==> src/sv/tvfs_pkg.sv <==
// Package of the trilinear vector field sampler: widths, codes, register
// indexes and shared types. No dependencies.
`default_nettype none
package tvfs_pkg;
  localparam int unsigned GridW = 32;
  localparam int unsigned GridH = 32;
  localparam int unsigned GridD = 32;
  localparam int unsigned StoreAw = 15;
  localparam int unsigned StoreDepth = 32768;
  localparam int unsigned VoxW = 48;
  localparam int unsigned CfgIdxW = 3;

  typedef enum logic {
    OP_LOAD  = 1'b0,
    OP_QUERY = 1'b1
  } op_e;

  typedef enum logic [CfgIdxW-1:0] {
    REG_ORIGIN_X = 3'd0,
    REG_ORIGIN_Y = 3'd1,
    REG_ORIGIN_Z = 3'd2,
    REG_INV_X    = 3'd3,
    REG_INV_Y    = 3'd4,
    REG_INV_Z    = 3'd5
  } reg_e;

  // Per-axis result of the grid mapping.
  typedef struct packed {
    logic        fail;
    logic [7:0]  lo;
    logic [7:0]  hi;
    logic [15:0] wgt;
  } axis_t;

  // Control carried along the sampling stages.
  typedef struct packed {
    logic       last;
    logic       fail;
    logic [2:0] corner;
  } samp_ctl_t;
endpackage
`default_nettype wire

==> src/sv/tvfs_axis_map.sv <==
// Three-stage pipeline that maps one coordinate to grid units: subtract,
// multiply, range check. Depends on tvfs_pkg.
`default_nettype none
module tvfs_axis_map #(
  parameter int unsigned N = 32
) (
  input  wire logic           clk_i,
  input  wire logic           en_i,
  input  wire logic [31:0]    point_i,
  input  wire logic [31:0]    origin_i,
  input  wire logic [31:0]    inv_i,
  output tvfs_pkg::axis_t     axis_o
);
  import tvfs_pkg::*;

  localparam logic [31:0] Last = 32'(N - 1);

  logic        neg_q;
  logic [32:0] mag_q;
  logic [31:0] inv_q;
  logic [32:0] d;
  logic [64:0] prod_d;
  logic [63:0] prod_q;
  logic        neg2_q;
  logic [31:0] ip;
  logic [31:0] fr;
  axis_t       ax_d;

  assign d = {point_i[31], point_i} - {origin_i[31], origin_i};

  // Stage one: magnitude of the offset from the origin.
  always_ff @(posedge clk_i) begin
    if (en_i) begin
      neg_q <= d[32];
      mag_q <= d[32] ? (33'd0 - d) : d;
      inv_q <= inv_i;
    end
  end

  // Stage two: exact Q32.32 product.
  assign prod_d = 65'(mag_q) * 65'(inv_q);
  always_ff @(posedge clk_i) begin
    if (en_i) begin
      prod_q <= prod_d[63:0];
      neg2_q <= neg_q;
    end
  end

  // Stage three: integer and fraction, range check and corner weight.
  assign ip = prod_q[63:32];
  assign fr = prod_q[31:0];
  always_comb begin
    ax_d.fail = (neg2_q && (prod_q != 64'd0)) || (ip > Last) ||
                ((ip == Last) && (fr != 32'd0));
    ax_d.lo   = ip[7:0];
    ax_d.hi   = (fr != 32'd0) ? ip[7:0] + 8'd1 : ip[7:0];
    ax_d.wgt  = fr[31:16];
  end
  always_ff @(posedge clk_i) begin
    if (en_i) begin
      axis_o <= ax_d;
    end
  end
endmodule
`default_nettype wire

==> config.mk <==
export PLATFORM = sky130hd
export DESIGN_NAME = tvfs_axis_map
export DESIGN_NICKNAME = d
export VERILOG_FILES = /design/src/sv/tvfs_pkg.sv /design/src/sv/tvfs_axis_map.sv
export SDC_FILE = /design/constraint.sdc
export NUM_CORES = 2
export LEC_CHECK = 0
export ABC_CLOCK_PERIOD_IN_PS = 7120
export BUFFER_PORTS_ARGS = -buffer_cell sky130_fd_sc_hd__buf_4
export CAP_MARGIN = 20
export CORE_MARGIN = 2
export CORE_UTILIZATION = 55
export DETAILED_ROUTE_END_ITERATION = 8
export PLACE_DENSITY = 0.77
export SKIP_CTS_REPAIR_TIMING = 1
export SYNTH_ARGS = -nofsm -noshare
export SYNTH_HDL_FRONTEND = slang
export SYNTH_SLANG_ARGS = --single-unit
==> constraint.sdc <==
create_clock -name clk_i -period 7.12 [get_ports clk_i]
set_input_delay 1.068 -clock clk_i [delete_from_list [all_inputs] [get_ports clk_i]]
set_output_delay 1.068 -clock clk_i [all_outputs]
set_load 0.01 [all_outputs]
==> impl_metrics.ini <==
[outcome]
outcome = complete, but fails checks
violations = DRC, setup timing

[synth]
yosysWarnings = 0
ys_seq_elements = 164
synth_ff_type = edfxtp_1
synth_cell_type_count = 79
seq_area_frac_synth_pct = 11.7
syn-num-nets = 5765
syn_avg_cell_area_um2 = 9.44
synth-async-reset-ratio_pct = 0
synth_edf_count = 164
synth_cells = 4448
syn_area_mm2 = 0.0420

[floorplanning]
start_util_pct = 55.4
dieArea_mm2 = 0.0785
core-area_mm2 = 0.0757
dieHeight_um = 280
die_w_um = 280
row_count = 101
ioPinCount = 131

[timing]
timing.final.ws_setup_ns = -0.619
hold-worst-slack_ns = 0.454
rsz0062_at_grt = yes
hold_viol_final = 0
min_period_ns = 7.74
clock_skew_ns = 0.0422
setup_tns_ns = -10.23
worst-slew-pin-transition_ns = 0.921
finalMaxSlewViolations = 0
post-route-period-util_pct = 109
fmax_mhz = 129
setup_viol = 31
relSlewSlack_pct = 38.6

[clock_network]
cts.sinks = 164
clockBufferDepth = 2
cts_tree = done
root_buffer = clkbuf_16
clk_pin_slew_ns = 0.10
cts_buffers = 17
clk_latency_ns = 0.52
cts_max_level = 4

[critical_path]
critPathArrivalTime_ns = 7.98
startpoint = inv_q[30]$_DFFE_PP_
cp.required_ns = 7.36
critPathKind = reg2reg
worstPathMaxFanout = 4
r2r-end = prod_q[62]$_DFFE_PP_
r2r_start = inv_q[30]$_DFFE_PP_
cp-start-kind = flop
r2r_cells = 23
reg2reg_setup_slack_ns = -0.62
crit_path_end_kind = flop

[placement]
port_buffers = 130
pre_cts_slack_ns = -0.742
gp_congestion = 0.927
dp_hpwl_um = 94400

[grt]
antenna_found_initial = 1
grt_busiest_layer = met2
use_met1_pct = 36.7
grt_pass1_wl_um = 182000
use_met2_pct = 51.1
grt_usage_pct = 30.1
overflow = 0
grt_max_degree = 89
grt_pass1_vias = 34525
global_route.usage.met3_pct = 4.78

[routing]
drt-total-wl_um = 115000
drc_errors = 1
firstDrtPassIters = 8
vias_per_cell = 5.54
drt_iter0_markers = 2279
num_vias = 31864
drtAntennaViolNets = 0
wl_per_cell_um = 20.0

[cells_and_area]
areaGrowthSynthToFinish_pct = 15.2
drive_above_1_share_pct = 15.2
nNetsFinal = 6074
antenna_cells = 0

[worst_hold_path]
hold_path_depth = 0
hold-path-endpoint = axis_o[11]$_DFFE_PP_
hp-class = reg2reg
hp-start = prod_q[27]$_DFFE_PP_

[run]
maxCapViolations = 0
[per-layer routing]
metal  up-vias  share of wire, %
met5         -                 0
met4         0               6.3
met3       381               7.0
met1     16153                37
met2      1334                50
li1      13996                 -
[how the worst max path moves through the flow]
stage                     cells after the start  slack [ns]                   end
after global routing                         24       -0.86  prod_q[62]$_DFFE_PP_
after floorplan                              25       -0.36  prod_q[58]$_DFFE_PP_
after detailed placement                     25       -0.74  prod_q[58]$_DFFE_PP_
after CTS                                    25       -0.80  prod_q[62]$_DFFE_PP_
final                                        23       -0.62  prod_q[62]$_DFFE_PP_
after global placement                       25       -0.63  prod_q[62]$_DFFE_PP_
[final cells by class]
cell class / instances / area [um^2]
multi-input cells: 3082 / 33200
fillers: 5827 / 27300
flip-flops and latches: 164 / 4920
repair buffers: 522 / 4680
inverters: 970 / 3640
well taps: 978 / 1220
clock buffers: 18 / 429
clock inverters: 14 / 218
[critical path: stages (launching register included)]
cell and delay [ns]:
edfxtp_1 0.54, buf_4 0.22, and2_1 0.15, fa_1 0.52
fa_1 0.45, fa_1 0.42, fa_1 0.51, fa_1 0.58
fa_1 0.45, fa_1 0.51, inv_1 0.05, fa_1 0.54
inv_2 0.06, ha_4 0.26, inv_1 0.04, or4_4 0.54
or4b_4 0.54, o32ai_4 0.17, o21ai_2 0.11, o41ai_2 0.27
buf_4 0.18, a21oi_2 0.08, o21ai_1 0.18, xor2_1 0.08
[cells in the mapped netlist (7+ instances only)]
master,instances,area share (%)
nand4_1,21,0.31
xnor2_1,91,1.9
edfxtp_1,164,12
a211oi_1,15,0.27
fa_1,926,44
inv_1,970,8.7
a31oi_1,16,0.24
xor2_1,29,0.61
o31a_1,8,0.17
and2_1,491,7.3
nor2_1,72,0.64
nor3_1,27,0.32
o21a_1,8,0.14
o21bai_1,18,0.32
clkbuf_1,220,2.0
nor4_1,20,0.30
nand3_1,30,0.36
a41oi_1,8,0.17
nor2b_1,9,0.13
or2_2,7,0.10
a21o_1,48,0.86
o21ai_0,46,0.55
nand2b_1,7,0.10
and3_1,16,0.24
o21ai_1,16,0.19
a21oi_1,107,1.3
nand2_1,654,5.8
ha_1,293,8.7
[sequential cells by signal, summed over array words and instances (netlist names)]
signal  cells
inv_q      32
prod_q     64
neg_q       1
mag_q      33
axis_o     33
neg2_q      1
[cell families after synthesis]
kind of cell,after synthesis,synth area share (%)
adders and majority gates,1219,52.9
AOI/OAI and AO/OA,355,5.55
and+or+nand+nor,1384,16.3
DFF,164,11.7
buffers and inverters,1202,10.9
muxes,3,0.0716
xor gates and xnor gates,121,2.57
[through the flow]
step / instance area [um^2] / std cells / util, %
2_1_floorplan: 42300 / 4448 / -
3_3_place_gp: 46800 / 5696 / 61.8
3_5_place_dp: 46800 / 5696 / 61.8
4_1_cts: 47400 / 5728 / 62.6
5_1_grt: 48400 / 5748 / 63.9
6_report: 48400 / 5748 / 63.9
[placed cells by master (no fill, tap or decap), types with 21 or more instances in the layout]
master    synthesis  routed
xor2_1           29      27
buf_12            0      49
a21oi_1         107      91
edfxtp_1        164     164
fa_2              0      32
nand2_1         654     650
buf_6             4      28
xnor2_1          91      87
and2_1          491     480
nor2_1           72      67
a21o_1           48      47
o21ai_0          46      38
nand4_1          21      21
buf_4             3     440
nor3_1           27      24
fa_1            926     894
inv_1           970     958
ha_1            293     274
nand3_1          30      25
Power is not shown: default switching activity piles up to over one toggle a cycle in this logic, so the estimate is an artifact.
